**config.mk**
```make
export PLATFORM = sky130hd
export DESIGN_NAME = lru_page_replacement_unit
export DESIGN_NICKNAME = d
export VERILOG_FILES = /design/src/rtl/core/lpr_pkg.sv /design/src/rtl/core/lpr_page_ram.sv /design/src/rtl/core/lpr_core.sv /design/src/rtl/core/lru_page_replacement_unit.sv
export SDC_FILE = /design/constraint.sdc
export NUM_CORES = 1
export LEC_CHECK = 0
export ABC_AREA = 1
export BUFFER_PORTS_ARGS = -buffer_cell sky130_fd_sc_hd__buf_2
export CAP_MARGIN = 5
export CORE_MARGIN = 4
export CORE_UTILIZATION = 44
export CTS_BUF_LIST = sky130_fd_sc_hd__clkbuf_16
export DETAILED_ROUTE_END_ITERATION = 12
export GPL_ROUTABILITY_DRIVEN = 1
export HOLD_SLACK_MARGIN = 0.12
export PLACE_DENSITY = 0.71
export SETUP_SLACK_MARGIN = 0.4
export SYNTH_ARGS = -nofsm -noshare
export SYNTH_HDL_FRONTEND = slang
export SYNTH_HIERARCHICAL = 1
export SYNTH_SLANG_ARGS = --single-unit
```
**constraint.sdc**
```tcl
create_clock -name clk_i -period 4.31 [get_ports clk_i]
set_input_delay 0.431 -clock clk_i [delete_from_list [all_inputs] [get_ports clk_i]]
set_output_delay 0.431 -clock clk_i [all_outputs]
set_load 0.01 [all_outputs]
```
**src/rtl/core/lpr_pkg.sv**
```systemverilog
// Shared constants, types and helpers of the LRU page replacement unit.
package lpr_pkg;

  localparam int MaxFrames = 8;
  localparam int PageW     = 16;
  localparam int FrameIdxW = $clog2(MaxFrames);
  localparam int FrameCntW = $clog2(MaxFrames + 1);
  localparam int RankW     = $clog2(MaxFrames);
  localparam int CountW    = 32;
  localparam int CfgW      = 4;

  localparam logic [CfgW-1:0] FramesReset = CfgW'(3);

  typedef enum logic [2:0] {
    StIdle   = 3'b001,
    StScan   = 3'b010,
    StUpdate = 3'b100
  } lpr_state_e;

  typedef struct packed {
    logic                 re;
    logic [FrameIdxW-1:0] raddr;
    logic                 we;
    logic [FrameIdxW-1:0] waddr;
    logic [PageW-1:0]     wdata;
  } lpr_ram_req_t;

  typedef struct packed {
    logic                 page_fault;
    logic [FrameIdxW-1:0] frame_index;
    logic                 evicted_valid;
    logic [PageW-1:0]     evicted_page;
    logic [CountW-1:0]    fault_count;
  } lpr_result_t;

  // A frame count of zero acts as one, and anything above the built count acts as the maximum.
  function automatic logic [FrameCntW-1:0] clamp_frames(input logic [CfgW-1:0] value);
    logic [FrameCntW-1:0] res;
    if (value == '0) begin
      res = FrameCntW'(1);
    end else if (32'(value) > MaxFrames) begin
      res = FrameCntW'(MaxFrames);
    end else begin
      res = FrameCntW'(value);
    end
    return res;
  endfunction

endpackage

```
**src/rtl/core/lpr_page_ram.sv**
```systemverilog
// Page number store: one write port and one registered read port.
module lpr_page_ram
  import lpr_pkg::*;
(
  input  logic                 clk_i,
  input  lpr_ram_req_t         req_i,
  output logic [PageW-1:0]     rdata_o
);

  logic [PageW-1:0] mem_q [MaxFrames];
  logic [PageW-1:0] rdata_q;

  always_ff @(posedge clk_i) begin
    if (req_i.we) begin
      mem_q[req_i.waddr] <= req_i.wdata;
    end
    if (req_i.re) begin
      rdata_q <= mem_q[req_i.raddr];
    end
  end

  assign rdata_o = rdata_q;

endmodule

```
**src/rtl/core/lpr_core.sv**
```systemverilog
// Sequencer of the unit: frame scan over the page store, recency ranks and fault count.
module lpr_core
  import lpr_pkg::*;
(
  input  logic                 clk_i,
  input  logic                 rst_ni,
  input  logic                 in_valid_i,
  output logic                 in_stall_o,
  input  logic [PageW-1:0]     page_number_i,
  input  logic                 last_reference_i,
  input  logic [FrameCntW-1:0] used_i,
  output logic                 res_vld_o,
  input  logic                 res_ready_i,
  output lpr_result_t          res_o,
  output lpr_ram_req_t         ram_req_o,
  input  logic [PageW-1:0]     ram_rdata_i
);

  lpr_state_e             state_q, state_d;
  logic [PageW-1:0]       page_q, page_d;
  logic                   last_q, last_d;
  logic [FrameCntW-1:0]   used_q, used_d;
  logic [FrameCntW-1:0]   ptr_q, ptr_d;
  logic                   chk_q, chk_d;
  logic [FrameIdxW-1:0]   chk_idx_q, chk_idx_d;
  logic                   hit_q, hit_d;
  logic [FrameIdxW-1:0]   hit_idx_q, hit_idx_d;
  logic                   empty_q, empty_d;
  logic [FrameIdxW-1:0]   empty_idx_q, empty_idx_d;
  logic [FrameIdxW-1:0]   vic_idx_q, vic_idx_d;
  logic [RankW-1:0]       vic_rank_q, vic_rank_d;
  logic [PageW-1:0]       vic_page_q, vic_page_d;
  logic [MaxFrames-1:0]   valid_q, valid_d;
  logic [RankW-1:0]       rank_q [MaxFrames];
  logic [RankW-1:0]       rank_d [MaxFrames];
  logic [CountW-1:0]      fault_q, fault_d;

  logic                   cur_valid;
  logic [RankW-1:0]       cur_rank;
  logic [FrameIdxW-1:0]   sel_idx;
  logic                   age_all;
  logic [RankW-1:0]       limit;
  logic [CountW-1:0]      fault_inc;
  logic                   upd_fire;

  assign cur_valid = valid_q[chk_idx_q];
  assign cur_rank  = rank_q[chk_idx_q];
  assign sel_idx   = hit_q ? hit_idx_q : (empty_q ? empty_idx_q : vic_idx_q);
  assign age_all   = !hit_q && empty_q;
  assign limit     = rank_q[sel_idx];
  assign fault_inc = (fault_q == '1) ? fault_q : fault_q + CountW'(1);
  assign upd_fire  = (state_q == StUpdate) && res_ready_i;

  assign in_stall_o = (state_q != StIdle);
  assign res_vld_o  = (state_q == StUpdate);

  always_comb begin
    res_o.page_fault    = !hit_q;
    res_o.frame_index   = sel_idx;
    res_o.evicted_valid = !hit_q && !empty_q;
    res_o.evicted_page  = (!hit_q && !empty_q) ? vic_page_q : '0;
    res_o.fault_count   = hit_q ? fault_q : fault_inc;
  end

  always_comb begin
    state_d     = state_q;
    page_d      = page_q;
    last_d      = last_q;
    used_d      = used_q;
    ptr_d       = ptr_q;
    chk_d       = chk_q;
    chk_idx_d   = chk_idx_q;
    hit_d       = hit_q;
    hit_idx_d   = hit_idx_q;
    empty_d     = empty_q;
    empty_idx_d = empty_idx_q;
    vic_idx_d   = vic_idx_q;
    vic_rank_d  = vic_rank_q;
    vic_page_d  = vic_page_q;
    valid_d     = valid_q;
    rank_d      = rank_q;
    fault_d     = fault_q;
    ram_req_o   = '0;

    unique case (state_q)
      StIdle: begin
        if (in_valid_i) begin
          page_d  = page_number_i;
          last_d  = last_reference_i;
          used_d  = used_i;
          ptr_d   = '0;
          chk_d   = 1'b0;
          hit_d   = 1'b0;
          empty_d = 1'b0;
          state_d = StScan;
        end
      end
      StScan: begin
        // The frame read in the previous cycle is judged while the next one is read.
        if (chk_q) begin
          if (!hit_q && cur_valid && (ram_rdata_i == page_q)) begin
            hit_d     = 1'b1;
            hit_idx_d = chk_idx_q;
          end
          if (!hit_q && !cur_valid && !empty_q) begin
            empty_d     = 1'b1;
            empty_idx_d = chk_idx_q;
          end
          if ((chk_idx_q == '0) || (cur_rank > vic_rank_q)) begin
            vic_idx_d  = chk_idx_q;
            vic_rank_d = cur_rank;
            vic_page_d = ram_rdata_i;
          end
        end
        if (ptr_q < used_q) begin
          ram_req_o.re    = 1'b1;
          ram_req_o.raddr = ptr_q[FrameIdxW-1:0];
          chk_d           = 1'b1;
          chk_idx_d       = ptr_q[FrameIdxW-1:0];
          ptr_d           = ptr_q + FrameCntW'(1);
        end else begin
          chk_d   = 1'b0;
          state_d = StUpdate;
        end
      end
      StUpdate: begin
        if (res_ready_i) begin
          for (int j = 0; j < MaxFrames; j++) begin
            if ((FrameIdxW'(j) != sel_idx) && valid_q[j] && (age_all || (rank_q[j] < limit))) begin
              rank_d[j] = rank_q[j] + RankW'(1);
            end
          end
          rank_d[sel_idx]  = '0;
          valid_d[sel_idx] = 1'b1;
          if (!hit_q) begin
            fault_d         = fault_inc;
            ram_req_o.we    = 1'b1;
            ram_req_o.waddr = sel_idx;
            ram_req_o.wdata = page_q;
          end
          // The last reference of a string empties the frames and clears the fault count once its result is taken.
          if (last_q) begin
            valid_d = '0;
            fault_d = '0;
            for (int j = 0; j < MaxFrames; j++) begin
              rank_d[j] = '0;
            end
          end
          state_d = StIdle;
        end
      end
      default: begin
        state_d = StIdle;
      end
    endcase
  end

  always_ff @(posedge clk_i or negedge rst_ni) begin
    if (!rst_ni) begin
      state_q <= StIdle;
      chk_q   <= 1'b0;
      ptr_q   <= '0;
      valid_q <= '0;
      fault_q <= '0;
      for (int j = 0; j < MaxFrames; j++) begin
        rank_q[j] <= '0;
      end
    end else begin
      state_q <= state_d;
      chk_q   <= chk_d;
      ptr_q   <= ptr_d;
      valid_q <= valid_d;
      fault_q <= fault_d;
      rank_q  <= rank_d;
    end
  end

  always_ff @(posedge clk_i) begin
    page_q      <= page_d;
    last_q      <= last_d;
    used_q      <= used_d;
    chk_idx_q   <= chk_idx_d;
    hit_q       <= hit_d;
    hit_idx_q   <= hit_idx_d;
    empty_q     <= empty_d;
    empty_idx_q <= empty_idx_d;
    vic_idx_q   <= vic_idx_d;
    vic_rank_q  <= vic_rank_d;
    vic_page_q  <= vic_page_d;
  end

`ifndef SYNTH
  a_ptr_bound: assert property (@(posedge clk_i) disable iff (!rst_ni)
    (state_q == StScan) |-> (ptr_q <= used_q))
    else $error("scan pointer ran past the frames in use");

  a_hit_in_range: assert property (@(posedge clk_i) disable iff (!rst_ni)
    (upd_fire && hit_q) |-> (FrameCntW'(hit_idx_q) < used_q))
    else $error("hit reported outside the frames in use");

  a_clear: assert property (@(posedge clk_i) disable iff (!rst_ni)
    (upd_fire && last_q) |=> ((valid_q == '0) && (fault_q == '0)))
    else $error("frames not cleared after the last reference");

  a_count_grows: assert property (@(posedge clk_i) disable iff (!rst_ni)
    (upd_fire && !last_q) |=> (fault_q >= $past(fault_q)))
    else $error("fault count went down without a clear");
`endif

endmodule

```
**src/rtl/core/lru_page_replacement_unit.sv**
```systemverilog
// LRU page replacement unit: configuration register, result register and the datapath.
//
// Each page reference is handled in steps: the unit accepts it, reads the page store once per
// frame in use, compares the last frame read, and then an update step writes the page store,
// ages the recency ranks and hands the result to the output register, waiting while that
// register cannot take it. The page store has a single read port, so the scan reads one frame
// at a time. A new reference is taken while the previous result still waits in the output
// register. Configuration writes are taken at any time but belong to idle periods.
module lru_page_replacement_unit
  import lpr_pkg::*;
(
  input  logic                 clk_i,
  input  logic                 rst_ni,
  input  logic                 cfg_we_i,
  input  logic [CfgW-1:0]      cfg_wdata_i,
  input  logic                 in_valid_i,
  output logic                 in_stall_o,
  input  logic [PageW-1:0]     page_number_i,
  input  logic                 last_reference_i,
  output logic                 out_valid_o,
  input  logic                 out_stall_i,
  output logic                 page_fault_o,
  output logic [FrameIdxW-1:0] frame_index_o,
  output logic                 evicted_valid_o,
  output logic [PageW-1:0]     evicted_page_o,
  output logic [CountW-1:0]    fault_count_o
);

  logic [CfgW-1:0]  frames_in_use_q;
  logic             out_vld_q;
  lpr_result_t      out_q;
  lpr_result_t      res;
  logic             res_vld;
  logic             res_ready;
  lpr_ram_req_t     ram_req;
  logic [PageW-1:0] ram_rdata;

  always_ff @(posedge clk_i or negedge rst_ni) begin
    if (!rst_ni) begin
      frames_in_use_q <= FramesReset;
    end else if (cfg_we_i) begin
      frames_in_use_q <= cfg_wdata_i;
    end
  end

  lpr_page_ram u_ram (
    .clk_i   (clk_i),
    .req_i   (ram_req),
    .rdata_o (ram_rdata)
  );

  lpr_core u_core (
    .clk_i            (clk_i),
    .rst_ni           (rst_ni),
    .in_valid_i       (in_valid_i),
    .in_stall_o       (in_stall_o),
    .page_number_i    (page_number_i),
    .last_reference_i (last_reference_i),
    .used_i           (clamp_frames(frames_in_use_q)),
    .res_vld_o        (res_vld),
    .res_ready_i      (res_ready),
    .res_o            (res),
    .ram_req_o        (ram_req),
    .ram_rdata_i      (ram_rdata)
  );

  // The output register takes a new result when it is empty or its transfer completes now.
  assign res_ready = !out_vld_q || !out_stall_i;

  always_ff @(posedge clk_i or negedge rst_ni) begin
    if (!rst_ni) begin
      out_vld_q <= 1'b0;
    end else if (res_ready) begin
      out_vld_q <= res_vld;
    end
  end

  always_ff @(posedge clk_i) begin
    if (res_ready && res_vld) begin
      out_q <= res;
    end
  end

  assign out_valid_o     = out_vld_q;
  assign page_fault_o    = out_q.page_fault;
  assign frame_index_o   = out_q.frame_index;
  assign evicted_valid_o = out_q.evicted_valid;
  assign evicted_page_o  = out_q.evicted_page;
  assign fault_count_o   = out_q.fault_count;

endmodule
```
==> Word level (Yosys, flattened, before mapping) <==
Memory sizes are Yosys's and may differ from the RTL's. A register that Yosys moved wholly into a read port is not among the register bits.
Cells that the tools add are included.
{ "word_totals": {"ff_bits": 184, "ram_bits": 128, "inputBits": 26, "output_inout_bits": 55, "word_cells": 208, "mem_count": 1} }
{ "op_classes": {"add_sub_neg": 10, "n_lt_le_gt_ge": 17, "n_eq_ne": 20, "muxes": 67, "bitwise": 5, "reduce_logical": 56} }
{ "mem_list": {"columns": ["memory", "depth", "width", "rd", "rd_clocked_by_memory_dff", "write_ports", "line_no", "text"], "rows": [
  ["u_ram.mem_q", 8, 16, 1, 1, 1, "lpr_page_ram.sv:10", "logic [PageW-1:0] mem_q [MaxFrames];"]
]} }
{ "ops": {"columns": ["cell", "n"], "rows": [
  ["3-bit 2-to-1 mux", 34],
  ["32-bit 2-to-1 mux", 3],
  ["20-bit 2-to-1 mux", 3],
  ["32-bit by 1-bit adder with 32-bit output (second input constant)", 1],
  ["32-bit == test (second input constant)", 1],
  ["1-bit logical AND", 25],
  ["3-bit by 1-bit adder with 3-bit output (second input constant)", 8],
  ["24-bit bitwise AND", 1],
  ["3-bit less-than comparator", 8],
  ["24-bit 2-to-1 mux", 1],
  ["24-bit inverter", 1],
  ["4-bit 2-to-1 mux", 5],
  ["3-bit binary-select mux with 3-bit select", 2],
  ["16-bit == test", 1],
  ["3-bit AND reduction", 5],
  ["3-bit inequality test (first input constant)", 4],
  ["1-bit logical OR", 10],
  ["1-bit 2-to-1 mux", 10],
  ["2-bit by 1-bit inequality test with 1-bit output (second input constant)", 5],
  ["3-bit demux with 3-bit select", 1],
  ["3-bit one-hot mux with 3 select lines", 1],
  ["4-bit greater-or-equal comparator (second input constant)", 2],
  ["3-bit by 4-bit less-than comparator with 1-bit output (second input constant)", 2],
  ["8-bit 2-to-1 mux", 1],
  ["other kinds (27)", 40]
]} }

==> Longest topological paths before layout <==
Gate-level depths: netlist (run 1).
{ "depth": {"ltp_word": 14, "depth_mapped": 21, "depth_no_buf": 20} }

==> By module <==
Netlist (run 1), hierarchy kept.
{ "by_module_without_submodules": {"columns": ["module", "n_inst", "cells_per_inst", "area_each_um2", "seq_area_each_um2"], "rows": [
  ["lpr_core", 1, 1043, 8013.9, 3424.5],
  ["lpr_page_ram", 1, 587, 6149.6, 4324.1],
  ["lru_page_replacement_unit", 1, 82, 1815.5, 1719.1]
]} }

==> Worst setup path after synthesis (run 1) <==
Ideal clock, no wire load.
{ "synth_timing": {"kind": "register to register", "startpoint": "reg u_core.state_q[1]", "endpoint": "reg out_q, in the netlist evicted_page_o[0] (enable)", "setup_ns": 0.481, "t_arrival_ns": 3.231, "t_required_ns": 3.829, "slack_ns": 0.598, "path_stages_with_launch": 6, "period_less_slack_ns": 3.712, "cell_sequence": "dfrtp_1 -> inv_1 -> nand3_1 -> inv_1 -> inv_1 -> a21oi_1"} }
{ "synth_between": {"elab_chain_cells": 2} }
{ "synth_rtl": {"columns": ["element", "line_no", "text"], "rows": [
  ["start, declared", "lpr_core.sv:19", "lpr_state_e state_q, state_d;"],
  ["start signal, assigned", "lpr_core.sv:160", "state_q <= StIdle;"],
  ["start signal, assigned", "lpr_core.sv:169", "state_q <= state_d;"],
  ["3-bit == test", null, null],
  ["via res_vld", "lru_page_replacement_unit.sv:33", "logic res_vld;"],
  ["1-bit logical AND", null, null],
  ["end signal, assigned", "lru_page_replacement_unit.sv:80", "out_q <= res;"],
  ["end, declared", "lru_page_replacement_unit.sv:31", "lpr_result_t out_q;"]
]} }
The timed path passes the listed nets, and every way through them passes these cells.
A chain may end at the register's enable or synchronous reset.

==> summary.md, run 1 <==
| Metric | Value |
|---|---|
| Via count of the first global-routing pass | `approximately 12000` |
| DRT iter0 DRCs | `~1000` |
| Async SR Flop Fraction | `23.5%` |
| Number of flops mapped to enable cells by yosys | `251` |
| Sw Pwr | `0.00388 W` |
| Slowest cell delay on critical path | `0.66 ns` |
| First-pass GRT wire length | `61400 µm` |
| Cell leakage power | `about 8.4 nW` |
| Post-synthesis cell count | `1712` |
| Pre-antenna DRT Iters | `6` |
| Max-cap violation count | `0` |
| Inserted Clock Buffers | `37` |
| Worst slack at placement | `roughly 1.1 ns` |
| Worst-case headroom to the max-slew limit | `21.7%` |
| Worst setup SP type | `flip-flop` |
| Post-Syn Area | `16000 µm²` |
| Number of diodes added for antenna fixing | `0` |
| Standard cell core area | `35700 µm²` |
| Peak supply drop | `about 0.27 mV` |
| Clk network pwr share | `28.1%` |
| DRT Wirelength | `38500 µm` |
| Synth Flop Type | `sky130_fd_sc_hd__edfxtp_1` |
| TritonCTS clock tree | `built` |
| Number of hold violations in the final report | `0` |
| Avg Synthesized Cell Area | `9.33 µm²` |
| Clock root buffer | `sky130_fd_sc_hd__clkbuf_16` |
| Proportion of layout cells with a drive suffix above 1 | `between 10% and 20%` |
| Cell area after layout | `18200 µm²` |
| Detailed-placement wirelength estimate | `24900 µm` |
| Global route total overflow | `0` |
| Pin count of the biggest net entering global routing | `a little under 80` |
| Number of filler instances in the final layout | `3166` |
| Leading post-synthesis cells by cell area | `sky130_fd_sc_hd__edfxtp_1 (47%), sky130_fd_sc_hd__dfrtp_1 (12%), sky130_fd_sc_hd__nand2_1 (10%)` |
| Sw frac | `37.0%` |
| Max Root-Sink Buffers | `3` |
| Residual antenna-violating net count after detailed routing | `0` |
| Drt drc | `0` |
| Overall global routing resource usage | `19.5%` |
| Peak clock frequency supported by timing | `0.313 GHz` |
| Pwr/cell area | `approximately 580 nW/µm²` |
| Slew at the pin with the worst max-slew slack | `1.17 ns` |
| Most used standard cell by instance count after synthesis | `sky130_fd_sc_hd__nand2_1` |
| Via-per-instance ratio | `~5.2` |
| Register clock-pin slew on the reported worst setup and hold paths | `approximately 0.060 ns` |
| Status | `finished clean` |
| Average detailed-routed wire length per instance | `between 15 and 20 µm` |
| Internal | `0.00660 W` |
| Setup slack of the critical path after layout | `1.11 ns` |
| Share of total power in sequential cells | `40.7%` |
| Crit path max fanout | `37` |
| Net count reported at finish | `1878` |
| Most frequent CP cell | `sky130_fd_sc_hd__nand2_1` |
| Die extent in y | `~200 µm` |
| Cell area after placement | `16900 µm²` |
| Worst Clk Skew | `approximately 0.025 ns` |
| Growth of design area from synthesis to finish | `14.1%` |
| Cell Rows | `69` |
| Post-synthesis net count | `1762` |
| Data arrival at the endpoint of the critical path | `3.68 ns` |
| Ports | `81` |
| Most frequent cells after synthesis | `sky130_fd_sc_hd__nand2_1 (442), sky130_fd_sc_hd__inv_1 (320), sky130_fd_sc_hd__edfxtp_1 (251), sky130_fd_sc_hd__nand3_1 (167), sky130_fd_sc_hd__nor2_1 (101)` |
| Critical path endpoint category | `flip-flop` |
| GPL Wtd Cong | `0.939` |
| Minimum clock period after layout | `between 3 and 4 ns` |
| Required time of the critical path | `4.79 ns` |
| Number of clock sinks seen by CTS | `328` |
| Critical path start-end classification | `reg -> reg` |
| Setup repair after global routing missed its margin | `no` |
| Die outline width | `199 µm` |
| Final slew viol count | `0` |
| Overall power after layout | `about 0.010 W` |
| Ordered cell list for the critical path | `inv_2 > buf_4 > nand2_8 > o22ai_2 > a21oi_4 > a21oi_1 > a22oi_1 > buf_4 > ha_1 > nand2_1 > clkinv_1 > nand2_1 > nand2_1 > nand2_2 > nand2_2 > nand2_1 > nand3_1 > nand2_1` |
| Initial Util | `between 40 and 50%` |
| DIE AREA | `between 30000 and 40000 µm²` |
| Min-Delay Path Class | `in -> reg` |
| DR vias | `12000` |
| Part of the Yosys area used for sequential elements | `59.3%` |
| Final design utilization | `51.1%` |
| Number of synthesized register bits | `328` |
| Critical-path top delay cell | `sky130_fd_sc_hd__edfxtp_1` |
| # setup viols final | `0` |
| Crit path buffers/inverters | `4` |
| Cell type contributing the most total cell area after synthesis | `sky130_fd_sc_hd__edfxtp_1` |
| Period utilization | `74.2%` |
| Number of antenna violations at the first check in global routing | `0` |
| Total number of H-tree levels | `2` |
| Port-buffer cells | `80` |
| Post-synthesis cell type count | `50` |
| Kind of cell with the highest combined delay on the critical path | `compound AO/OA/AOI/OAI gates` |
| Insertion delay of the later-clocked pin in the worst-skew pair | `0.55 ns` |
| Total negative setup slack | `0 ns` |
| Share of total power in combinational logic | `between 30% and 40%` |
| Yosys top cell area share | `between 40% and 50%` |
| Number of warnings reported in the yosys synthesis log | `6` |
final cells by class:
class | count | area, µm² | area share, %
Sequential cell | 328 | 9470 | 51.9
Multi-Input combinational cell | 999 | 4980 | 27.3
Inverter | 338 | 1280 | 7.00
Clock buffer | 37 | 926 | 5.08
Timing Repair Buffer | 124 | 791 | 4.34
Tap cell | 461 | 577 | 3.16
Clock inverter | 30 | 205 | 1.13
cell usage in the layout (no fill, tap or decap), types with 4 or more instances in the layout:
master / n
sky130_fd_sc_hd__nand2_1: 442
sky130_fd_sc_hd__inv_1: 332
sky130_fd_sc_hd__edfxtp_1: 251
sky130_fd_sc_hd__nand3_1: 167
sky130_fd_sc_hd__nor2_1: 97
sky130_fd_sc_hd__buf_2: 79
sky130_fd_sc_hd__dfrtp_1: 74
sky130_fd_sc_hd__o21ai_0: 46
sky130_fd_sc_hd__clkbuf_16: 37
sky130_fd_sc_hd__xor2_1: 33
sky130_fd_sc_hd__a21oi_1: 28
sky130_fd_sc_hd__o22ai_1: 26
sky130_fd_sc_hd__nor3_1: 25
sky130_fd_sc_hd__ha_1: 24
sky130_fd_sc_hd__dlygate4sd3_1: 23
sky130_fd_sc_hd__buf_4: 22
sky130_fd_sc_hd__nand2_2: 17
sky130_fd_sc_hd__o21ai_1: 16
sky130_fd_sc_hd__clkinv_1: 16
sky130_fd_sc_hd__nand4_1: 15
sky130_fd_sc_hd__nor4_1: 10
sky130_fd_sc_hd__inv_2: 8
sky130_fd_sc_hd__nand3_2: 7
sky130_fd_sc_hd__xnor2_1: 6
sky130_fd_sc_hd__a31oi_1: 4
sky130_fd_sc_hd__a221oi_1: 4
power groups by stage:
stage	clock network, W	logic [W]	registers (W)
6_report	0.00295	0.00326	0.00427
2_1_floorplan	0	0.00244	0.00420
5_1_grt	0.00314	0.00365	0.00432
4_1_cts	0.00300	0.00322	0.00427
3_3_place_gp	0	0.00312	0.00432
3_5_place_dp	0	0.00319	0.00433
worst paths after layout:
path / startpoint / to / slack, ns / cells past startpoint
setup / recovery: u_core/hit_q / u_core/rank_q[4] / 1.11 / 18
hold / removal: cfg_wdata_i[3] / frames_in_use_q[3] / 0.14 / 3
setup reg to reg: u_core/hit_q / u_core/rank_q[4] / 1.11 / 18
hold reg to reg: u_core/ptr_q[0] / u_core/chk_idx_q[0] / 0.48 / 0
max in group asynchronous: rst_ni / u_core/rank_q[11] / 3.00 / 2
min in group asynchronous: rst_ni / u_core/fault_q[31] / 0.62 / 2
flip-flops by register name (all words and copies together) (netlist names), 4 cells and up:
signal	cells
evicted_page_o	16
fault_count_o	32
frames_in_use_q	4
u_core/fault_q	32
u_core/page_q	16
u_core/ptr_q	4
u_core/rank_q	24
u_core/used_q	4
u_core/valid_q	8
u_core/vic_page_q	16
u_ram/mem_q	128
u_ram/rdata_o	16
worst min-delay path: stages:
cell,delay (ns)
sky130_fd_sc_hd__buf_2,0.08
sky130_fd_sc_hd__nand2_1,0.04
sky130_fd_sc_hd__o21ai_1,0.07
cells by family after synthesis:
group,Yosys count,synth area share (%)
flip-flops,328,59.3
buffers and inverters,385,9.75
AND/OR/NAND/NOR,799,22.0
adder cells (fa/ha/maj),24,1.88
XOR/XNOR,39,2.14
AO/OA/AOI/OAI,137,4.96
routing by layer:
metal | vias up | GRT usage [%] | share of wire, %
met1 | 5732 | 25.6 | 42
met4 | 0 | 6.86 | 3.0
met2 | 386 | 33.1 | 49
met3 | 101 | 2.95 | 5.9
met5 | - | 0 | 0
li1 | 5779 | - | -
through the flow:
stage	cells	hold WS, ns
floorplan	1712	0.135
finish	2317	0.143
detailed placement	2227	0.475
global placement	2227	0.472
CTS	2317	0.122
global route	2317	0.140
repair_timing:
item	4_1_cts	5_1_grt
buffers inserted	0	0
endpoints found under the hold margin	22	0
resized for setup	0	0
setup endpoints to repair	0	0
hold buffers	23	0
Power figures use the tool's default switching activity.
==> inputs of run 2 (changes only) <==
==> constraint.sdc (replaced) <==
create_clock -name clk_i -period 3.3 [get_ports clk_i]
set_input_delay 0.33 -clock clk_i [delete_from_list [all_inputs] [get_ports clk_i]]
set_output_delay 0.33 -clock clk_i [all_outputs]
set_load 0.01 [all_outputs]
==> run 2 against run 1 <==
- count of clock-buffer cells in the layout decreased by 1
- final area increased by 2.6%
- sequential share of layout area down 1.3 points
- hold slack gained 0.025 ns
- sequential cell count unchanged
- register-to-register slack worse by 0.65 ns
- combinational power grew 48%
- die area unchanged
==> summary.md, run 2 (synthesis results as in run 1) <==
| Metric | Value |
|---|---|
| Total number of H-tree levels | `2 (unchanged)` |
| First-pass GRT wire length | `62100 µm (+1.1%)` |
| Max-cap violation count | `0 (unchanged)` |
| Setup slack of the worst register-to-register path | `0.47 ns (-0.65 ns)` |
| # setup viols final | `0 (unchanged)` |
| DRT iter0 DRCs | `929 (-6.6%)` |
| Number of filler instances in the final layout | `3156 (-0.32%)` |
| Setup slack of the critical path after layout | `0.469 ns (-0.645 ns)` |
| Hold slack final | `0.168 ns (+0.0253 ns)` |
| Die outline width | `199 µm (unchanged)` |
| Period utilization | `85.8% (+12 points)` |
| Number of clock sinks seen by CTS | `328 (unchanged)` |
| Insertion delay of the later-clocked pin in the worst-skew pair | `0.54 ns (about the same)` |
| Final slew viol count | `0 (unchanged)` |
| Worst-case hold path end point | `out_valid_o` |
| Cell area after layout | `18700 µm² (+2.6%)` |
| Number of diodes added for antenna fixing | `0 (unchanged)` |
| Overall global routing resource usage | `19.8% (+0.31 points)` |
| Max reg flops | `128 (unchanged)` |
| Average detailed-routed wire length per instance | `17.1 µm (+3.1%)` |
| Pwr/cell area | `755 nW/µm² (+31%)` |
| Initial Util | `44.8% (unchanged)` |
| Peak supply drop | `0.384 mV (+40%)` |
| TritonCTS clock tree | `built` |
| Register clock-pin slew on the reported worst setup and hold paths | `0.06 ns (about the same)` |
| Most common library cell in the layout ignoring fill and taps | `sky130_fd_sc_hd__nand2_1` |
| Register ranked first by flip-flop count | `u_ram/mem_q` |
| Residual antenna-violating net count after detailed routing | `0 (unchanged)` |
| Worst setup SP type | `flip-flop` |
| Critical hold path startpoint | `out_stall_i` |
| Max Root-Sink Buffers | `3 (unchanged)` |
| Port-buffer cells | `80 (unchanged)` |
| Placed cells | `2236 (+0.40%)` |
| DRT Wirelength | `40200 µm (+4.5%)` |
| Inserted Clock Buffers | `36 (-2.7%)` |
| Via-per-instance ratio | `5.22 (+0.79%)` |
| Peak clock frequency supported by timing | `0.353 GHz (+13%)` |
| Min-Delay Path Class | `in -> reg` |
| Number of hold violations in the final report | `0 (unchanged)` |
| Clock root buffer | `sky130_fd_sc_hd__clkbuf_16` |
| Critical path endpoint category | `flip-flop` |
| Cell Rows | `69 (unchanged)` |
| Number of cells traversed by the worst register-to-register path | `18 (unchanged)` |
| Growth of design area from synthesis to finish | `17.1%` |
| Post-Layout Cell Count | `2348 (+1.3%)` |
| Total negative setup slack | `0 ns (unchanged)` |
| Global route total overflow | `0 (unchanged)` |
| Worst Clk Skew | `0.0217 ns (-0.00310 ns)` |
| Via count of the first global-routing pass | `11800 (-0.26%)` |
| Cell leakage power | `8.55 nW (+1.9%)` |
| Standard cell core area | `35700 µm² (unchanged)` |
| Setup repair after global routing missed its margin | `yes` |
| DR vias | `12300 (+2.1%)` |
| Proportion of layout cells with a drive suffix above 1 | `14.2% (+3.2 points)` |
| Worst-case headroom to the max-slew limit | `29.4% (+7.7 points)` |
| Status | `finished clean` |
| Pre-antenna DRT Iters | `5 (-1)` |
| Net count reported at finish | `1912 (+1.8%)` |
| Data arrival at the endpoint of the critical path | `3.26 ns (-0.42 ns)` |
| Most used cells in the layout excluding fill and tap cells | `sky130_fd_sc_hd__nand2_1 (434), sky130_fd_sc_hd__inv_1 (325), sky130_fd_sc_hd__edfxtp_1 (251)` |
| Launch point of the worst reg-to-reg path | `u_core/empty_q` |
| Slew at the pin with the worst max-slew slack | `1.06 ns (-0.115 ns)` |
| Drt drc | `0 (unchanged)` |
| Detailed-placement wirelength estimate | `25800 µm (+3.6%)` |
| Crit path max fanout | `9 (-76%)` |
| GPL Wtd Cong | `0.911 (-3.0%)` |
| Number of antenna violations at the first check in global routing | `0 (unchanged)` |
| Die extent in y | `199 µm (unchanged)` |
| Critical R2R Capture | `u_core/rank_q[10]` |
| DIE AREA | `39400 µm² (unchanged)` |
| Number of instances on the worst hold path | `3 (unchanged)` |
| Minimum clock period after layout | `2.83 ns (-0.365 ns)` |
| Critical path start-end classification | `reg -> reg` |
| Cell area after placement | `17000 µm² (+0.52%)` |
| Ports | `81 (unchanged)` |
| Required time of the critical path | `3.73 ns (-1.06 ns)` |
| Pin count of the biggest net entering global routing | `78 (unchanged)` |
| Worst slack at placement | `0.309 ns (-0.831 ns)` |
## run 2: cell types whose count changed in the layout (fill, tap and decap cells not counted), moves of 4 or more
cell	change
sky130_fd_sc_hd__buf_4	+23
sky130_fd_sc_hd__dlygate4sd3_1	+7
sky130_fd_sc_hd__ha_1	-6
sky130_fd_sc_hd__ha_4	+6
sky130_fd_sc_hd__inv_1	-7
sky130_fd_sc_hd__nand2_1	-8
sky130_fd_sc_hd__nand2_2	+7
sky130_fd_sc_hd__nand3_1	-5
sky130_fd_sc_hd__nand3_2	+6
sky130_fd_sc_hd__nor2_1	-4
sky130_fd_sc_hd__nor2_2	+4
## run 2: worst max-delay path, stage by stage (launching register included)
cell	delay, ns
sky130_fd_sc_hd__edfxtp_1	0.40
sky130_fd_sc_hd__buf_6	0.17
sky130_fd_sc_hd__buf_4	0.14
sky130_fd_sc_hd__nand3_4	0.15
sky130_fd_sc_hd__nand3_4	0.15
sky130_fd_sc_hd__buf_4	0.18
sky130_fd_sc_hd__nor2_2	0.17
sky130_fd_sc_hd__a21oi_1	0.10
sky130_fd_sc_hd__a22oi_2	0.25
sky130_fd_sc_hd__buf_6	0.22
sky130_fd_sc_hd__ha_1	0.25
sky130_fd_sc_hd__nand2_1	0.08
sky130_fd_sc_hd__inv_2	0.03
sky130_fd_sc_hd__nand2_1	0.05
sky130_fd_sc_hd__nand2_1	0.06
sky130_fd_sc_hd__nand2_2	0.11
sky130_fd_sc_hd__nand3_2	0.08
sky130_fd_sc_hd__nand3_1	0.09
sky130_fd_sc_hd__nand2_1	0.06
## run 2: area by class of cell
cell class	count	area, µm²	share of cell area (%)
Tap cell	461	577	3.08
Clock inverter	27	196	1.05
Sequential cell	328	9470	50.6
Clock buffer	36	901	4.82
Inverter	338	1290	6.90
Timing Repair Buffer	158	1090	5.83
Multi-Input combinational cell	1000	5180	27.7
## run 2: how the worst max path moves through the flow
| stage | from | end | slack [ns] | depth (start not counted) |
|---|---|---|---|---|
| global route | u_core/empty_q | u_core/rank_q[6] | 0.29 | 19 |
| CTS | u_core/hit_q | u_core/rank_q[16] | 0.44 | 19 |
| detailed placement | u_core/hit_q | u_core/rank_q[16] | 0.31 | 19 |
| floorplan | out_valid_o | u_ram/mem_q[7][0] | 0.43 | 10 |
| finish | u_core/empty_q | u_core/rank_q[10] | 0.47 | 18 |
| global placement | u_core/hit_q | u_core/rank_q[3] | 0.45 | 20 |
## run 2: report_power, final
| part | total [W] | internal, W | leakage, nW | switching [W] |
|---|---|---|---|---|
| Sequential | 0.00554 | 0.00512 | 3.10 | 0.000419 |
| Clock | 0.00377 | 0.00215 | 0.568 | 0.00162 |
| Combinational | 0.00481 | 0.00155 | 4.89 | 0.00326 |
## run 2: per-stage QoR
stage	power [W]	utilization, %
floorplan	0.00868	-
CTS	0.0138	51.6
detailed placement	0.00990	47.5
finish	0.0141	52.5
global placement	0.00980	47.5
global route	0.0149	52.5
## run 2: metal layers
metal  up-vias  global-route usage, %  share of wire (%)
met4         0                   6.86                3.4
li1       5845                      -                  -
met1      5875                   25.7                 41
met5         -                      0                  0
met2       435                   33.7                 49
met3        99                   3.47                6.5
## run 2: timing repair
item                                    CTS  global route
endpoints found under the setup margin   24            50
hold buffers                             30             0
pin swaps                                 1             9
cloned                                    0             1
endpoints found under the hold margin    96             0
buffers inserted                          4            14
resized for setup                         2            41
